<file path="config.mk">
export PLATFORM = sky130hd
export DESIGN_NAME = sof_len_frame_parser_xor_check_core_flat
export DESIGN_NICKNAME = d
export VERILOG_FILES = /design/src/rtl/sofl_pkg.sv /design/src/rtl/sofl_if.sv /design/src/rtl/sof_len_frame_parser_xor_check_core.sv /design/src/rtl/sofl_ram.sv /design/src/rtl/sofl_parser.sv /design/src/rtl/sofl_drain.sv /design/src/flat_wrapper.sv
export SDC_FILE = /design/constraint.sdc
export NUM_CORES = 1
export LEC_CHECK = 0
export BUFFER_PORTS_ARGS = -buffer_cell sky130_fd_sc_hd__buf_4
export CORE_MARGIN = 5
export CORE_UTILIZATION = 47
export CTS_CLUSTER_DIAMETER = 30
export DETAILED_ROUTE_END_ITERATION = 7
export PLACE_DENSITY = 0.61
export SETUP_SLACK_MARGIN = 0.4
export SYNTH_ARGS = -nofsm -noshare
export SYNTH_HDL_FRONTEND = slang
export SYNTH_SLANG_ARGS = --single-unit
export TNS_END_PERCENT = 5
</file>
<file path="constraint.sdc">
create_clock -name clk -period 3.3 [get_ports clk]
set_clock_uncertainty 0.1 [all_clocks]
set_input_delay 0.495 -clock clk [delete_from_list [all_inputs] [get_ports clk]]
set_output_delay 0.495 -clock clk [all_outputs]
set_load 0.05 [all_outputs]
</file>
<file path="src/rtl/sofl_pkg.sv">
package sofl_pkg;

  localparam int BUF_DEPTH = 32;
  localparam int ADDR_W    = (BUF_DEPTH > 1) ? $clog2(BUF_DEPTH) : 1;
  localparam int CNT_W     = $clog2(BUF_DEPTH + 1);

  localparam int BYTE_W = 8;
  localparam int CODE_W = 16;
  localparam int LEN_W  = 6;
  localparam int IDX_W  = 5;

  localparam logic [BYTE_W-1:0] START_BYTE  = 8'h4A;
  localparam logic [LEN_W-1:0]  MAX_LEN_RST = 6'd32;

  typedef enum logic [6:0] {
    PH_WAIT    = 7'b0000001,
    PH_CODE_HI = 7'b0000010,
    PH_CODE_LO = 7'b0000100,
    PH_LEN_HI  = 7'b0001000,
    PH_LEN_LO  = 7'b0010000,
    PH_PAYLOAD = 7'b0100000,
    PH_CHECK   = 7'b1000000
  } phase_t;

  typedef struct packed {
    logic              start;
    logic [CODE_W-1:0] code;
    logic [LEN_W-1:0]  len;
    logic [BYTE_W-1:0] sum;
  } frame_info_t;

endpackage

</file>
<file path="src/rtl/sofl_if.sv">
interface sofl_in_if;
  import sofl_pkg::*;
  logic              valid;
  logic              ready;
  logic [BYTE_W-1:0] rx_byte;

  modport source (output valid, output rx_byte, input ready);
  modport sink   (input valid, input rx_byte, output ready);
endinterface

interface sofl_out_if;
  import sofl_pkg::*;
  logic              valid;
  logic              ready;
  logic [CODE_W-1:0] func_code;
  logic [LEN_W-1:0]  frame_len;
  logic              has_payload;
  logic [IDX_W-1:0]  byte_index;
  logic [BYTE_W-1:0] payload_byte;
  logic [BYTE_W-1:0] check_byte;
  logic              last;

  modport source (output valid, output func_code, output frame_len, output has_payload,
                  output byte_index, output payload_byte, output check_byte, output last,
                  input ready);
  modport sink   (input valid, input func_code, input frame_len, input has_payload,
                  input byte_index, input payload_byte, input check_byte, input last,
                  output ready);
endinterface

</file>
<file path="src/rtl/sof_len_frame_parser_xor_check_core.sv">
// Frame parser for a byte stream: start byte 0x4A, 16-bit function code and
// 16-bit length (high byte first), payload, then an XOR check byte over code,
// length and payload.
// in_chan: one received byte per transfer. Bytes are taken one a cycle while
// a frame is being received; payload bytes go into a 32-entry byte RAM.
// out_chan: one transfer per payload byte of a frame whose check byte
// matches, with last on the final one; an empty frame gives a single transfer
// with has_payload low, in the cycle after its check byte is taken.
// After the check byte the first result goes through the drain's active flag,
// the RAM read register and the output register, then one result per cycle
// while out_chan is not stalled; the RAM read port sets that rate. in_chan.ready
// is low after a matching check byte until the last result of the frame is taken.
// A stall on out_chan holds the current result and the RAM read pipeline.
// cfg_we/cfg_wdata set max_len (reset 32, saturates at 32); write only while
// idle. Reset (rst_n, synchronous) returns to hunting for the start byte and
// empties the output; the payload RAM is not cleared.
module sof_len_frame_parser_xor_check_core
  import sofl_pkg::*;
(
  input  logic             clk,
  input  logic             rst_n,
  sofl_in_if.sink          in_chan,
  sofl_out_if.source       out_chan,
  input  logic             cfg_we,
  input  logic [LEN_W-1:0] cfg_wdata
);

  frame_info_t       info;
  logic              busy;
  logic              ram_we;
  logic [ADDR_W-1:0] ram_waddr;
  logic [BYTE_W-1:0] ram_wdata;
  logic              ram_re;
  logic [ADDR_W-1:0] ram_raddr;
  logic [BYTE_W-1:0] ram_rdata;

  sofl_parser u_parser (
    .clk        (clk),
    .rst_n      (rst_n),
    .in_chan    (in_chan),
    .cfg_we     (cfg_we),
    .cfg_wdata  (cfg_wdata),
    .drain_busy (busy),
    .ram_we     (ram_we),
    .ram_waddr  (ram_waddr),
    .ram_wdata  (ram_wdata),
    .info       (info)
  );

  sofl_ram #(
    .WIDTH (BYTE_W),
    .DEPTH (BUF_DEPTH)
  ) u_ram (
    .clk   (clk),
    .we    (ram_we),
    .waddr (ram_waddr),
    .wdata (ram_wdata),
    .re    (ram_re),
    .raddr (ram_raddr),
    .rdata (ram_rdata)
  );

  sofl_drain u_drain (
    .clk       (clk),
    .rst_n     (rst_n),
    .info      (info),
    .ram_re    (ram_re),
    .ram_raddr (ram_raddr),
    .ram_rdata (ram_rdata),
    .busy      (busy),
    .out_chan  (out_chan)
  );

`ifndef NO_ASSERTIONS
  a_no_fill_while_drain: assert property (@(posedge clk) disable iff (!rst_n)
    busy |-> !ram_we)
    else $error("payload write during drain");

  a_start_when_idle: assert property (@(posedge clk) disable iff (!rst_n)
    info.start |=> busy)
    else $error("frame accepted but nothing queued");

  a_empty_frame_fields: assert property (@(posedge clk) disable iff (!rst_n)
    (out_chan.valid && !out_chan.has_payload) |->
      (out_chan.last && out_chan.frame_len == '0 && out_chan.byte_index == '0))
    else $error("malformed empty-frame result");

  a_index_in_frame: assert property (@(posedge clk) disable iff (!rst_n)
    (out_chan.valid && out_chan.has_payload) |->
      ({1'b0, out_chan.byte_index} < out_chan.frame_len))
    else $error("byte index beyond frame length");
`endif

endmodule

</file>
<file path="src/rtl/sofl_ram.sv">
module sofl_ram #(
  parameter int WIDTH = 8,
  parameter int DEPTH = 32
) (
  input  logic                             clk,
  input  logic                             we,
  input  logic [$clog2(DEPTH > 1 ? DEPTH : 2)-1:0] waddr,
  input  logic [WIDTH-1:0]                 wdata,
  input  logic                             re,
  input  logic [$clog2(DEPTH > 1 ? DEPTH : 2)-1:0] raddr,
  output logic [WIDTH-1:0]                 rdata
);

  logic [WIDTH-1:0] mem [DEPTH];

  always_ff @(posedge clk) begin
    if (we) begin
      mem[waddr] <= wdata;
    end
    if (re) begin
      rdata <= mem[raddr];
    end
  end

endmodule

</file>
<file path="src/rtl/sofl_parser.sv">
module sofl_parser
  import sofl_pkg::*;
(
  input  logic              clk,
  input  logic              rst_n,
  sofl_in_if.sink           in_chan,
  input  logic              cfg_we,
  input  logic [LEN_W-1:0]  cfg_wdata,
  input  logic              drain_busy,
  output logic              ram_we,
  output logic [ADDR_W-1:0] ram_waddr,
  output logic [BYTE_W-1:0] ram_wdata,
  output frame_info_t       info
);

  phase_t            phase_r, phase_nxt;
  logic [LEN_W-1:0]  max_len_r;
  logic [CODE_W-1:0] code_r, code_nxt;
  logic [BYTE_W-1:0] len_hi_r, len_hi_nxt;
  logic [LEN_W-1:0]  len_r, len_nxt;
  logic [CNT_W-1:0]  fill_r, fill_nxt;
  logic [BYTE_W-1:0] sum_r, sum_nxt;
  logic [CODE_W-1:0] len_full;
  logic [CODE_W-1:0] limit;
  logic [CNT_W-1:0]  fill_inc;
  logic [BYTE_W-1:0] b;
  logic              acc;
  logic              start;

  assign in_chan.ready = !drain_busy;
  assign acc           = in_chan.valid && in_chan.ready;
  assign b             = in_chan.rx_byte;
  assign len_full      = {len_hi_r, b};
  assign limit         = ({10'b0, max_len_r} > CODE_W'(BUF_DEPTH)) ? CODE_W'(BUF_DEPTH)
                                                                   : {10'b0, max_len_r};
  assign fill_inc      = fill_r + CNT_W'(1);

  always_comb begin
    phase_nxt  = phase_r;
    code_nxt   = code_r;
    len_hi_nxt = len_hi_r;
    len_nxt    = len_r;
    fill_nxt   = fill_r;
    sum_nxt    = sum_r;
    ram_we     = 1'b0;
    start      = 1'b0;
    if (acc) begin
      unique case (phase_r)
        PH_CODE_HI: begin
          code_nxt[15:8] = b;
          sum_nxt        = sum_r ^ b;
          phase_nxt      = PH_CODE_LO;
        end
        PH_CODE_LO: begin
          code_nxt[7:0] = b;
          sum_nxt       = sum_r ^ b;
          phase_nxt     = PH_LEN_HI;
        end
        PH_LEN_HI: begin
          len_hi_nxt = b;
          sum_nxt    = sum_r ^ b;
          phase_nxt  = PH_LEN_LO;
        end
        PH_LEN_LO: begin
          sum_nxt  = sum_r ^ b;
          len_nxt  = len_full[LEN_W-1:0];
          fill_nxt = '0;
          if (len_full > limit) begin
            phase_nxt = PH_WAIT;
          end else if (len_full == '0) begin
            phase_nxt = PH_CHECK;
          end else begin
            phase_nxt = PH_PAYLOAD;
          end
        end
        PH_PAYLOAD: begin
          ram_we   = 1'b1;
          fill_nxt = fill_inc;
          sum_nxt  = sum_r ^ b;
          if (fill_inc >= CNT_W'(len_r)) begin
            phase_nxt = PH_CHECK;
          end
        end
        PH_CHECK: begin
          start     = (b == sum_r);
          phase_nxt = PH_WAIT;
        end
        default: begin
          if (b == START_BYTE) begin
            sum_nxt   = '0;
            phase_nxt = PH_CODE_HI;
          end else begin
            phase_nxt = PH_WAIT;
          end
        end
      endcase
    end
  end

  assign ram_waddr  = fill_r[ADDR_W-1:0];
  assign ram_wdata  = b;
  assign info.start = start;
  assign info.code  = code_r;
  assign info.len   = len_r;
  assign info.sum   = sum_r;

  always_ff @(posedge clk) begin
    if (!rst_n) begin
      phase_r   <= PH_WAIT;
      max_len_r <= MAX_LEN_RST;
      fill_r    <= '0;
      sum_r     <= '0;
    end else begin
      phase_r <= phase_nxt;
      fill_r  <= fill_nxt;
      sum_r   <= sum_nxt;
      if (cfg_we) begin
        max_len_r <= cfg_wdata;
      end
    end
  end

  always_ff @(posedge clk) begin
    code_r   <= code_nxt;
    len_hi_r <= len_hi_nxt;
    len_r    <= len_nxt;
  end

endmodule

</file>
<file path="src/rtl/sofl_drain.sv">
module sofl_drain
  import sofl_pkg::*;
(
  input  logic              clk,
  input  logic              rst_n,
  input  frame_info_t       info,
  output logic              ram_re,
  output logic [ADDR_W-1:0] ram_raddr,
  input  logic [BYTE_W-1:0] ram_rdata,
  output logic              busy,
  sofl_out_if.source        out_chan
);

  logic              active_r, active_nxt;
  logic              pend_r, pend_nxt;
  logic [CNT_W-1:0]  rd_cnt_r, rd_cnt_nxt;
  logic [ADDR_W-1:0] pend_idx_r;
  logic [CODE_W-1:0] code_r;
  logic [LEN_W-1:0]  len_r;
  logic [BYTE_W-1:0] sum_r;
  logic              ov_r, ov_nxt;
  logic [IDX_W-1:0]  o_idx_r;
  logic [BYTE_W-1:0] o_byte_r;
  logic              o_has_r;
  logic              o_last_r;
  logic              slot_free;
  logic              load;
  logic              empty_frame;

  assign slot_free   = !ov_r || out_chan.ready;
  assign load        = pend_r && slot_free;
  assign empty_frame = info.start && (info.len == '0);
  assign ram_re      = active_r && (!pend_r || load);
  assign ram_raddr   = rd_cnt_r[ADDR_W-1:0];
  assign busy        = active_r || pend_r || ov_r;

  always_comb begin
    active_nxt = active_r;
    rd_cnt_nxt = rd_cnt_r;
    pend_nxt   = pend_r;
    ov_nxt     = ov_r;
    if (out_chan.ready) begin
      ov_nxt = 1'b0;
    end
    if (load || empty_frame) begin
      ov_nxt = 1'b1;
    end
    if (load) begin
      pend_nxt = 1'b0;
    end
    if (ram_re) begin
      pend_nxt   = 1'b1;
      rd_cnt_nxt = rd_cnt_r + CNT_W'(1);
      if (rd_cnt_r + CNT_W'(1) == CNT_W'(len_r)) begin
        active_nxt = 1'b0;
      end
    end
    if (info.start && !empty_frame) begin
      active_nxt = 1'b1;
      rd_cnt_nxt = '0;
    end
  end

  always_ff @(posedge clk) begin
    if (!rst_n) begin
      active_r <= 1'b0;
      pend_r   <= 1'b0;
      ov_r     <= 1'b0;
      rd_cnt_r <= '0;
    end else begin
      active_r <= active_nxt;
      pend_r   <= pend_nxt;
      ov_r     <= ov_nxt;
      rd_cnt_r <= rd_cnt_nxt;
    end
  end

  always_ff @(posedge clk) begin
    if (info.start) begin
      code_r <= info.code;
      len_r  <= info.len;
      sum_r  <= info.sum;
    end
    if (ram_re) begin
      pend_idx_r <= rd_cnt_r[ADDR_W-1:0];
    end
    if (empty_frame) begin
      o_has_r  <= 1'b0;
      o_idx_r  <= '0;
      o_byte_r <= '0;
      o_last_r <= 1'b1;
    end else if (load) begin
      o_has_r  <= 1'b1;
      o_idx_r  <= IDX_W'(pend_idx_r);
      o_byte_r <= ram_rdata;
      o_last_r <= (CNT_W'(pend_idx_r) + CNT_W'(1) == CNT_W'(len_r));
    end
  end

  assign out_chan.valid        = ov_r;
  assign out_chan.func_code    = code_r;
  assign out_chan.frame_len    = len_r;
  assign out_chan.has_payload  = o_has_r;
  assign out_chan.byte_index   = o_idx_r;
  assign out_chan.payload_byte = o_byte_r;
  assign out_chan.check_byte   = sum_r;
  assign out_chan.last         = o_last_r;

endmodule

</file>
<file path="src/flat_wrapper.sv">
// flat-port wrapper written by rule: the top's interface ports become plain ports
module sof_len_frame_parser_xor_check_core_flat import sofl_pkg::*;
  (clk, rst_n, cfg_we, cfg_wdata, in_chan_valid, in_chan_rx_byte, in_chan_ready, out_chan_valid, out_chan_func_code, out_chan_frame_len, out_chan_has_payload, out_chan_byte_index, out_chan_payload_byte, out_chan_check_byte, out_chan_last, out_chan_ready);
  sofl_in_if in_chan_i ();
  sofl_out_if out_chan_i ();
  input  logic clk;
  input  logic rst_n;
  input  logic cfg_we;
  input  logic [LEN_W-1:0] cfg_wdata;
  input wire logic [$bits(in_chan_i.valid)-1:0] in_chan_valid;
  input wire logic [$bits(in_chan_i.rx_byte)-1:0] in_chan_rx_byte;
  output wire logic [$bits(in_chan_i.ready)-1:0] in_chan_ready;
  output wire logic [$bits(out_chan_i.valid)-1:0] out_chan_valid;
  output wire logic [$bits(out_chan_i.func_code)-1:0] out_chan_func_code;
  output wire logic [$bits(out_chan_i.frame_len)-1:0] out_chan_frame_len;
  output wire logic [$bits(out_chan_i.has_payload)-1:0] out_chan_has_payload;
  output wire logic [$bits(out_chan_i.byte_index)-1:0] out_chan_byte_index;
  output wire logic [$bits(out_chan_i.payload_byte)-1:0] out_chan_payload_byte;
  output wire logic [$bits(out_chan_i.check_byte)-1:0] out_chan_check_byte;
  output wire logic [$bits(out_chan_i.last)-1:0] out_chan_last;
  input wire logic [$bits(out_chan_i.ready)-1:0] out_chan_ready;
  assign in_chan_i.valid = in_chan_valid;
  assign in_chan_i.rx_byte = in_chan_rx_byte;
  assign in_chan_ready = in_chan_i.ready;
  assign out_chan_valid = out_chan_i.valid;
  assign out_chan_func_code = out_chan_i.func_code;
  assign out_chan_frame_len = out_chan_i.frame_len;
  assign out_chan_has_payload = out_chan_i.has_payload;
  assign out_chan_byte_index = out_chan_i.byte_index;
  assign out_chan_payload_byte = out_chan_i.payload_byte;
  assign out_chan_check_byte = out_chan_i.check_byte;
  assign out_chan_last = out_chan_i.last;
  assign out_chan_i.ready = out_chan_ready;
  sof_len_frame_parser_xor_check_core u_core (.clk(clk), .rst_n(rst_n), .in_chan(in_chan_i), .out_chan(out_chan_i), .cfg_we(cfg_we), .cfg_wdata(cfg_wdata));
endmodule
</file>
## Word level (Yosys, flattened, before mapping)

Memories as Yosys holds them, arrays and structs flattened. A register that Yosys moved wholly into a read port is not among the register bits.
Index checks and enable logic that the tools add are counted.
W data, S select, Z words.

- $add $sub $neg: 3
- Multipliers: 0
- Div/mod/pow operators: 0
- Order comparisons: 3
- Equal/unequal tests: 11
- Shifts and indexed selects: 0
- Muxes and demuxes: 22
- Bitwise logic cells: 3
- Reductions and logical operators: 32

Operators by type and width:

| operator | count |
|---|---|
| $pmux W7 S6 | 1 |
| $mux W7 | 3 |
| $gt A16 B6 Y1 | 1 |
| $logic_not A16 Y1 | 1 |
| $pmux W8 S2 | 1 |
| $reduce_and A2 Y1 | 7 |
| $mux W1 | 13 |
| $add A6 B1 Y6 const B | 2 |
| $eq A6 B6 Y1 | 2 |
| $pmux W6 S2 | 1 |
| $reduce_bool A2 Y1 | 6 |
| $eq A8 B7 Y1 const B | 1 |
| $eq A8 B8 Y1 | 1 |
| $mux W8 | 1 |
| $xor A8 B8 Y8 | 1 |
| $eq A7 B2 Y1 const B | 1 |
| $eq A7 B3 Y1 const B | 1 |
| $eq A7 B4 Y1 const B | 1 |
| $eq A7 B5 Y1 const B | 1 |
| $eq A7 B6 Y1 const B | 1 |
| $eq A7 B7 Y1 const B | 1 |
| $add A5 B1 Y6 const B | 1 |
| $ge A6 B6 Y1 | 1 |
| $gt A6 B6 Y1 const B | 1 |
| 11 further kinds | 23 |

- Register bits after elaboration: 116
- Latch bits: 0
- Memory bits (writable): 256
- Bits in read-only memories: 0
- Input bits: 19
- Output and inout port bits: 47
- Logic and storage cells: 95
- Memories kept: 1

Memory list:

| name | depth | bits a word | rd ports | clocked after Yosys merged registers in | write ports | line | text |
|---|---|---|---|---|---|---|---|
| u_core.u_ram.mem | 32 | 8 | 1 | 1 | 1 | sofl_ram.sv:14 | `logic [WIDTH-1:0] mem [DEPTH];` |

## Logic depth before layout (Yosys ltp)

Gate-level depths: netlist (run 1).

- Word-level depth: 10
- Depth in mapped cells: 11
- Mapped depth without buffers: 10

## Hierarchy

A second synthesis (run 1) with hierarchy kept.

- Cell total of the unflattened synthesis: 845
- Area, all modules: 15109.5 um^2

Modules (own cells, without submodules):

| module | instances | cells each | area each (um^2) | sequential area each (um^2) |
|---|---|---|---|---|
| sofl_ram | 1 | 417 | 10133.5 | 7927.6 |
| sofl_parser | 1 | 246 | 2723.9 | 1441.4 |
| sofl_drain | 1 | 182 | 2252.2 | 1531.5 |

## Worst setup path after synthesis (run 1)

OpenSTA, ideal clock, no wires.

- Path kind: register -> register
- Start point: reg u_core.u_drain.ov_r, in the netlist u_core.u_drain.out_chan.valid
- End point: reg u_core.u_drain.o_idx_r[0], in the netlist u_core.u_drain.out_chan.byte_index[0]
- Setup time: 117 ps
- Arrival: 3660 ps
- Required time: 3083 ps
- Path slack: -577 ps
- Stages on the path, launching flop included: 8
- Buffers on the path: 2
- Clock period less this slack: 3877 ps
- Cells stage by stage: dfxtp_1 -> nor3_1 -> and2_0 -> and4_1 -> and3_1 -> clkbuf_1 -> buf_2 -> nor2_1

RTL lines:

| what | line | text |
|---|---|---|
| start: declaration | sofl_drain.sv:21 | `logic ov_r, ov_nxt;` |
| start signal: assignment | sofl_drain.sv:73 | `ov_r <= ov_nxt;` |
| end signal: assignment | sofl_drain.sv:94 | `o_idx_r <= IDX_W'(pend_idx_r);` |
| end: declaration | sofl_drain.sv:22 | `logic [IDX_W-1:0] o_idx_r;` |

## Worst setup path in the final report (run 1)

- Start point: reg u_core.u_drain.pend_r
- End point: mem u_core.u_ram.mem[0][3], enable pin

- Longest elaborated chain between the ends: 7

Ends and longest elaborated chain:

| what | line | text |
|---|---|---|
| start: declaration | sofl_drain.sv:15 | `logic pend_r, pend_nxt;` |
| start signal: assignment | sofl_drain.sv:72 | `pend_r <= pend_nxt;` |
| $logic_or A1 B1 Y1 (2 in a row) | sofl_drain.sv:35 | `assign busy = active_r \|\| pend_r \|\| ov_r;` |
| $logic_not A1 Y1 | sofl_parser.sv:30 | `assign in_chan.ready = !drain_busy;` |
| $logic_and A1 B1 Y1 | sofl_parser.sv:31 | `assign acc = in_chan.valid && in_chan.ready;` |
| $mux W1 | sofl_parser.sv:47 | `if (acc) begin` |
| $mux W1 | sofl_ram.sv:17 | `if (we) begin` |
| $mux W1 (not written as such) | sofl_ram.sv:18 | `mem[waddr] <= wdata;` |
| end: declaration | sofl_ram.sv:14 |  |

No other way between the ends.

==> results of run 1 <==
==> metal layers <==
layer	part of all wire (%)	track usage [%]	wire, um	vias to the layer above
met2	49	30.3	16300	256
met1	43	25.7	14600	4127
met5	0.039	0	13	-
met4	2.2	5.83	746	2
li1	-	-	-	3696
met3	5.5	4.20	1850	63
==> flip-flops by register name, indices dropped and copies added (netlist names), 7 cells and up <==
| signal | cells |
|---|---|
| u_core.u_parser.len_hi_r | 8 |
| u_core.u_ram.mem | 256 |
| u_core.u_drain.out_chan.check_byte | 8 |
| u_core.u_parser.sum_r | 8 |
| u_core.u_drain.out_chan.func_code | 16 |
| u_core.u_parser.code_r | 16 |
| u_core.u_drain.out_chan.payload_byte | 8 |
| u_core.u_ram.rdata | 8 |
| u_core.u_parser.phase_r | 7 |
==> cell families after synthesis <==
family	after synthesis
adders and majority gates	18
xor gates and xnor gates	33
AOI/OAI and AO/OA	61
and+or+nand+nor	195
muxes	107
DFF	380
buffers and inverters	51
==> metrics by stage <==
| step | utilization, % | power (mW) | instance area, um^2 | hold WS [ns] |
|---|---|---|---|---|
| CTS | 60.1 | 13.2 | 19000 | 0.0582 |
| floorplan | - | 5.35 | 15100 | 0.300 |
| global placement | 51.7 | 5.45 | 16400 | 0.301 |
| finish | 60.1 | 13.1 | 19000 | 0.0848 |
| detailed placement | 51.7 | 5.45 | 16400 | 0.305 |
| global route | 60.1 | 13.5 | 19000 | 0.0723 |
==> worst max-delay path: stages (launching register included) <==
cell     delay (ns)
dfxtp_1        0.37
or4b_1         0.72
nor4_4         0.50
nand2_1        0.39
nor2_1         0.28
buf_4          0.17
==> where the power goes <==
group	switching, mW	internal (mW)
logic	0.109	0.0312
registers	0.00218	5.22
clock network	2.60	5.13
==> layout by cell type (no fill, tap or decap), types with 13 or more instances in the layout <==
cell,count
a21oi_1,15
buf_4,113
clkbuf_16,79
clkinvlp_4,13
dfxtp_1,49
edfxtp_1,329
ha_1,17
inv_1,13
mux2i_1,19
mux4_2,80
nand2_1,25
nor2_1,80
nor3_1,14
xor2_1,21
==> area by class of cell <==
type / instances / share of cell area (%)
sequential: 380 / 57.3
inverter: 13 / 0.257
tap: 402 / 2.64
clock inverter: 59 / 3.45
clock buffer: 82 / 10.5
multi-input combinational: 414 / 21.0
timing repair buffer: 117 / 4.88
==> path summary, 6_finish.rpt <==
path	from	end	slack [ns]
worst max-delay path	u_core.u_drain.pend_r	u_core.u_ram.mem[0][3]	0.49
worst min-delay path	cfg_wdata[3]	u_core.u_parser.max_len_r[3]	0.08
worst max register to register	u_core.u_drain.pend_r	u_core.u_ram.mem[0][3]	0.49
worst min register to register	u_core.u_parser.code_r[14]	u_core.u_drain.out_chan.func_code[14]	0.32
==> what timing repair did <==
item,CTS,global route
resized for setup,0,2
buffers inserted,0,1
hold buffers,0,0
setup endpoints to repair,0,110
==> impl_metrics.json, run 1 <==
{
  "rsz0062_at_grt": "yes",
  "yosysMostFrequentCell": "edfxtp_1",
  "drive_gt1_share_pct": 32.4,
  "leakagePower_nw": 6.56,
  "die_w_um": 189,
  "fillCellCount": 2277,
  "outcome": "completed",
  "yosysUniqueCellTypes": 54,
  "via_count": 8144,
  "syn-cell-area_um2": 15100,
  "io_pins": 66,
  "synth_top_area_share_pct": 65.5,
  "synth_adder_area_share_pct": 1.49,
  "peakVddDrop_v": 0.000543,
  "setup-violations-final": 0,
  "grt_pass1_vias": 8328,
  "holdCritPathClass": "input port to flip-flop",
  "period_share_pct": 85.3,
  "grt_pass1_wl_mm": 50.8,
  "core_area_um2": 31600,
  "finalMaxSlewViolations": 0,
  "placed_cells": 1325,
  "postRouteAntennaNets": 0,
  "avgViaCountPerCell": 5.55,
  "maxSlewHeadroom_pct": 40.2,
  "cts_tree": "done",
  "setup_tns_ns": 0,
  "cap_viol_max_count": 0,
  "start_util_pct": 47.7,
  "grt.overflow.total": 0,
  "clk_pin_slew_ns": 0.05,
  "grt_max_degree": 43,
  "synth_mux_area_share_pct": 13.8,
  "ys_seq_area_share_pct": 72.3,
  "seqCellArea_um2": 10900,
  "r2r.worst_path.cells": 5,
  "drc_errors": 0,
  "dp_hpwl_mm": 20.5,
  "instances_no_fill": 1467,
  "crit_path_end_kind": "flip-flop",
  "die_area_um2": 35800,
  "grtUsageTotal_pct": 18.7,
  "power.density_nw_per_um2": 688,
  "multi_input_area_um2": 3990,
  "numCtsBuffers": 76,
  "synth_xor_area_share_pct": 1.92,
  "synth_top_family_by_area": "multiplexers",
  "finalWeightedCongestion": 0.770,
  "synthTopCellsByCount": "edfxtp_1 (329), mux4_2 (80), nor2_1 (80)",
  "synth_compound_area_share_pct": 2.54,
  "ys.flop_type": "edfxtp_1",
  "holdPathStages": 3,
  "clock_sinks": 380,
  "synth.area.top_cells": "edfxtp_1 (65%), mux4_2 (12%), dfxtp_1 (6.8%)",
  "synth_edf_count": 329,
  "synthSimpleGateAreaFrac_pct": 6.55,
  "drt_iter0_markers": 604,
  "syn2layout_area_growth_pct": 26.0,
  "nets": 1039,
  "port_buffers": 65,
  "yosysTopAreaCell": "edfxtp_1",
  "cp_max_fo": 8,
  "yosysWarnings": 0,
  "cts_buffer_depth": 3,
  "die_h_um": 189,
  "syn_inst": 845,
  "synth.avg_cell_area_um2": 17.9,
  "setup_slack_ns": 0.486,
  "timing.fmax_mhz": 355,
  "arrival_ns": 2.99,
  "min_period_ns": 2.81,
  "h-tree-depth": 3,
  "worst-setup-path-type": "flip-flop to flip-flop",
  "firstDrtPassIters": 4,
  "routed_wl_mm": 33.5,
  "avgRoutedWirePerCell_um": 22.8,
  "n_antenna_cell": 0,
  "clk_latency_ns": 0.56,
  "root_buffer": "clkbuf_16",
  "worst_slew_pin_slew_ns": 0.896,
  "syn-num-nets": 882,
  "worstPathRequired_ns": 3.48,
  "critPathLaunchType": "flip-flop",
  "hold_viol": 0,
  "antenna_found_initial": 2,
  "synth-async-reset-ratio_pct": 0,
  "pre_cts_ws_ns": 0.354,
  "rows": 65,
  "synth-seq-cells": 380
}
No activity file was read; power rests on OpenSTA's default activity.
==> run 2, diff against run 1 <==
Settings changed: CORE_ASPECT_RATIO from default to 1.2.
==> run 2 against run 1 <==
Via count is 0.52% higher. Routed wire length is 0.65% higher. Die area hardly changed. Critical path depth is 1 higher. Fmax is 2.2% higher. Sequential power hardly changed. Non-clock buffer count is 10 higher. Critical path type unchanged.
==> impl_metrics.json, run 2 (synthesis results as in run 1) <==
{
  "cts_buffer_depth": 3,
  "leakagePower_nw": 6.46,
  "finalMaxSlewViolations": 0,
  "timing.fmax_mhz": 363,
  "nets": 1034,
  "arrival_ns": 2.94,
  "crit_path_end_kind": "flip-flop",
  "crit_path_max_incr_delay_ns": 0.72,
  "start_util_pct": 47.8,
  "grt_pass1_wl_mm": 51.4,
  "largest_reg_flops": 256,
  "io_pins": 66,
  "rsz0062_at_grt": "no",
  "setup_tns_ns": 0,
  "grt.overflow.total": 0,
  "period_share_pct": 83.5,
  "worst_slew_pin_slew_ns": 0.941,
  "cp_common_cell": "buf_4",
  "postRouteAntennaNets": 0,
  "avgViaCountPerCell": 5.64,
  "via_count": 8186,
  "cts_tree": "done",
  "avgRoutedWirePerCell_um": 23.2,
  "rows": 71,
  "pwr-share-seq_pct": 42.6,
  "placed_cells": 1334,
  "startpoint": "u_core.u_drain.pend_r",
  "ctsHoldBuffers": 0,
  "peakVddDrop_v": 0.000447,
  "port_buffers": 65,
  "min_from": "cfg_wdata[5]",
  "antenna_found_initial": 1,
  "grtUsageTotal_pct": 19.0,
  "path_cells": "or4b_1 -> nor4_4 -> nand2_1 -> buf_4 -> nor2_1 -> buf_4",
  "h-tree-depth": 2,
  "die_w_um": 174,
  "grt_pass1_vias": 8297,
  "maxSlewHeadroom_pct": 37.3,
  "firstDrtPassIters": 4,
  "clk_latency_ns": 0.58,
  "root_buffer": "clkbuf_16",
  "cp_max_fo": 6,
  "grt_max_degree": 49,
  "power.density_nw_per_um2": 654,
  "dp_hpwl_mm": 21.3,
  "internal_power_mw": 9.81,
  "holdCritPathClass": "input port to flip-flop",
  "worstPathRequired_ns": 3.49,
  "drt_iter0_markers": 680,
  "die_area_um2": 35800,
  "slowest_stage": "or4b_1",
  "hold_ws_ns": 0.0404,
  "setup-violations-final": 0,
  "holdPathStages": 3,
  "hold_viol": 0,
  "worst-setup-path-type": "flip-flop to flip-flop",
  "sw_frac_of_total_pct": 19.9,
  "core_area_um2": 31500,
  "r2r.worst_path.cells": 6,
  "outcome": "completed",
  "p_switching_mw": 2.43,
  "finalWeightedCongestion": 0.776,
  "p_clk_share_pct": 56.2,
  "layout_common_cells": "edfxtp_1 (329), buf_4 (122), nor2_1 (80), mux4_2 (80), clkbuf_16 (63)",
  "regMostFlops": "u_core.u_ram.mem",
  "path_delay_family": "simple AND/OR/NAND/NOR gates",
  "drive_gt1_share_pct": 32.2,
  "min_period_ns": 2.75,
  "routed_wl_mm": 33.7,
  "combPwrFrac_pct": 1.2,
  "cp.depth": 6,
  "rr_startpoint": "u_core.u_drain.pend_r",
  "clk_pin_slew_ns": 0.05,
  "critPathLaunchType": "flip-flop",
  "syn2layout_area_growth_pct": 24.1,
  "die_h_um": 206,
  "cap_viol_max_count": 0,
  "path_buf_inv": 2,
  "n_antenna_cell": 0,
  "layout_commonest_cell": "edfxtp_1",
  "clock_sinks": 380,
  "drc_errors": 0,
  "instances_no_fill": 1451,
  "numCtsBuffers": 61
}
run 2: changes by cell type in the layout (fill, tap and decap cells not counted), moves of 3 or more:
cell,delta
clkbuf_16,-16
buf_4,+9
clkinvlp_4,-7
clkinv_1,-6
bufinv_16,+4
clkinv_2,+4
inv_8,-4
inv_6,+3
run 2: final timing paths:
path	endpoint	slack [ns]
hold reg to reg	u_core.u_drain.out_chan.func_code[0]	0.32
hold / removal	u_core.u_parser.max_len_r[5]	0.04
setup reg to reg	u_core.u_ram.mem[25][0]	0.55
setup / recovery	u_core.u_ram.mem[25][0]	0.55
run 2: routing by layer:
| metal | vias up | GRT usage (%) | wire length (um) |
|---|---|---|---|
| met3 | 54 | 3.62 | 2110 |
| met1 | 4214 | 27.3 | 14900 |
| li1 | 3674 | - | - |
| met4 | 2 | 5.56 | 603 |
| met2 | 242 | 30.1 | 16000 |
| met5 | - | 0 | 13 |
run 2: final cells by class:
class / count / area, um^2
clock buffer: 65 / 1590
inverter: 13 / 48.8
multi-input combinational: 414 / 3990
timing repair buffer: 127 / 1020
sequential: 380 / 10900
tap: 401 / 502
clock inverter: 51 / 671
fill: 2294 / 12800
run 2: power groups by stage:
stage	Sequential, mW	Clock, mW	Combinational (mW)
3_3_place_gp	5.31	0	0.151
4_1_cts	5.21	6.96	0.154
3_5_place_dp	5.31	0	0.154
2_1_floorplan	5.31	0	0.0384
5_1_grt	5.21	7.22	0.165
6_report	5.21	6.87	0.152
run 2: repair_timing:
action / 4_1_cts / 5_1_grt
gates resized for setup: 0 / 2
setup endpoints to repair: 0 / 4
buffers inserted: 0 / 1
run 2: tightest hold or removal path: stages:
cell and delay [ns]:
buf_4 0.08, nand2_1 0.04, o211ai_1 0.06
run 2: per-stage QoR:
stage	utilization [%]	setup WS (ns)	total power [mW]	instance area [um^2]
3_5_place_dp	52.1	0.409	5.46	16400
2_1_floorplan	-	0.422	5.35	15100
6_report	59.4	0.546	12.2	18700
5_1_grt	59.4	0.422	12.6	18700
4_1_cts	59.3	0.505	12.3	18700
3_3_place_gp	52.1	0.425	5.46	16400
==> run 3, diff against run 2 <==
Clock period 3.3 ns to 2.9 ns, I/O delays scaled along.
==> run 3 against run 2 <==
Worst setup slack got worse by 0.14 ns. Non-clock buffer count is 16 lower. Fmax is 10% higher. Sequential share of layout area down 1.3 points. Clock-buffer cell count up 17. Cell count hardly changed. Highest routed layer is now met4.
==> impl_metrics.json, run 3 (synthesis results as in run 1) <==
{
  "peakVddDrop_v": 0.000699,
  "outcome": "completed",
  "slowest_stage": "or4_4",
  "clk_latency_ns": 0.56,
  "pwr-share-seq_pct": 41.8,
  "worst-setup-path-type": "flip-flop to flip-flop",
  "layout_common_cells": "edfxtp_1 (329), buf_4 (98), mux4_2 (80)",
  "syn2layout_area_growth_pct": 27.1,
  "grt_pass1_wl_mm": 52.0,
  "setup-violations-final": 0,
  "crit_path_max_incr_delay_ns": 0.55,
  "final_util_pct": 60.8,
  "die_w_um": 174,
  "sw_frac_of_total_pct": 20.7,
  "drc_errors": 0,
  "port_buffers": 65,
  "h-tree-depth": 3,
  "combPwrFrac_pct": 1.2,
  "firstDrtPassIters": 5,
  "path_cells": "or4_4 -> nor4_4 -> buf_4 -> nand2_4 -> nor2_4",
  "critPathLaunchType": "flip-flop",
  "cap_viol_max_count": 0,
  "rows": 71,
  "grt.overflow.total": 0,
  "arrival_ns": 2.60,
  "maxSlewHeadroom_pct": 46.1,
  "cts_tree": "done",
  "setup_slack_ns": 0.402,
  "avgViaCountPerCell": 5.64,
  "period_share_pct": 86.1,
  "die_area_um2": 35800,
  "worst_slew_pin_slew_ns": 0.801,
  "finalWeightedCongestion": 0.752,
  "cp.depth": 5,
  "fillCellCount": 2266,
  "core_area_um2": 31500,
  "r2r.worst_path.cells": 5,
  "path_buf_inv": 1,
  "p_switching_mw": 2.94,
  "clock_sinks": 380,
  "die_h_um": 206,
  "antenna_found_initial": 2,
  "pre_cts_ws_ns": 0.195,
  "layout_commonest_cell": "edfxtp_1",
  "crit_path_end_kind": "flip-flop",
  "postRouteAntennaNets": 0,
  "largest_reg_flops": 256,
  "cp_max_fo": 10,
  "rsz0062_at_grt": "yes",
  "drt_iter0_markers": 574,
  "clk_pin_slew_ns": 0.05,
  "timing.fmax_mhz": 400,
  "internal_power_mw": 11.3,
  "nets": 1030,
  "setup_tns_ns": 0,
  "via_count": 8184,
  "holdPathStages": 3,
  "drive_gt1_share_pct": 35.3,
  "numCtsBuffers": 72,
  "p_clk_share_pct": 57.1,
  "finalMaxSlewViolations": 0,
  "leakagePower_nw": 6.51,
  "dp_hpwl_mm": 21.4,
  "path_delay_family": "simple AND/OR/NAND/NOR gates",
  "holdCritPathClass": "input port to flip-flop",
  "cts_buffer_depth": 3,
  "grtUsageTotal_pct": 19.4,
  "grt_max_degree": 42,
  "avgRoutedWirePerCell_um": 23.4,
  "hold_viol": 0,
  "min_period_ns": 2.50,
  "start_util_pct": 47.8,
  "n_antenna_cell": 0,
  "routed_wl_mm": 34.0,
  "grt_pass1_vias": 8509,
  "root_buffer": "clkbuf_16",
  "io_pins": 66,
  "power.density_nw_per_um2": 741,
  "regMostFlops": "u_core.u_ram.mem",
  "worstPathRequired_ns": 3.00
}
[run 3: changes by cell type in the layout (fill, tap and decap cells not counted), moves of 7 or more]
cell / before / now
buf_4: 122 / 98
bufinv_16: 13 / 6
clkbuf_16: 63 / 74
dfxtp_4: 1 / 8
nor2_1: 80 / 48
nor2_4: 0 / 33
[run 3: layout make-up]
class / instances / area (um^2) / area share (%)
Multi-Input combinational cell: 415 / 4330 / 22.6
Timing Repair Buffer: 111 / 957 / 4.99
Clock inverter: 50 / 522 / 2.72
Tap cell: 401 / 502 / 2.62
Inverter: 13 / 48.8 / 0.254
Clock buffer: 82 / 1890 / 9.86
Sequential cell: 380 / 10900 / 57.0
[run 3: power by group through the flow]
stage	clock network, mW	logic [mW]	registers [mW]
3_5_place_dp	0	0.164	6.04
2_1_floorplan	0	0.0447	6.04
5_1_grt	8.56	0.185	5.93
3_3_place_gp	0	0.160	6.04
4_1_cts	8.26	0.169	5.94
6_report	8.11	0.168	5.93
[run 3: routing by layer]
metal | part of all wire [%] | GRT usage, % | wire [um] | vias up
met5 | 0 | 0 | 0 | -
met3 | 4.7 | 4.02 | 1600 | 44
li1 | - | - | - | 3681
met2 | 51 | 32.5 | 17300 | 221
met1 | 43 | 26.2 | 14700 | 4238
met4 | 1.4 | 5.13 | 460 | 0
[run 3: final timing paths]
| kind | from | to | slack, ns |
|---|---|---|---|
| min reg2reg | u_core.u_parser.code_r[10] | u_core.u_drain.out_chan.func_code[10] | 0.31 |
| max | u_core.u_parser.phase_r[2] | u_core.u_ram.mem[0][4] | 0.40 |
| max reg2reg | u_core.u_parser.phase_r[2] | u_core.u_ram.mem[0][4] | 0.40 |
| min | cfg_wdata[0] | u_core.u_parser.max_len_r[0] | 0.02 |
[run 3: what timing repair did]
item,CTS,global route
cloned,0,1
endpoints found under the hold margin,3,0
pin swaps,0,11
setup buffers,4,6
setup endpoints to repair,13,171
resized for setup,1,24
hold buffers,3,0
[run 3: stage by stage]
stage	cells	hold WS [ns]	area, um^2	power, mW
2_1_floorplan	845	0.300	15400	6.09
3_3_place_gp	1306	0.301	16500	6.20
3_5_place_dp	1306	0.305	16500	6.21
4_1_cts	1445	0.00244	19000	14.4
5_1_grt	1452	0.0125	19200	14.7
6_report	1452	0.0231	19200	14.2
[run 3: worst register-to-register path: cells and delay by family (launching register included)]
family                 cells  cell delay [ns]
buffers and inverters      1             0.25
DFF                        1             0.38
and+or+nand+nor            4             1.40
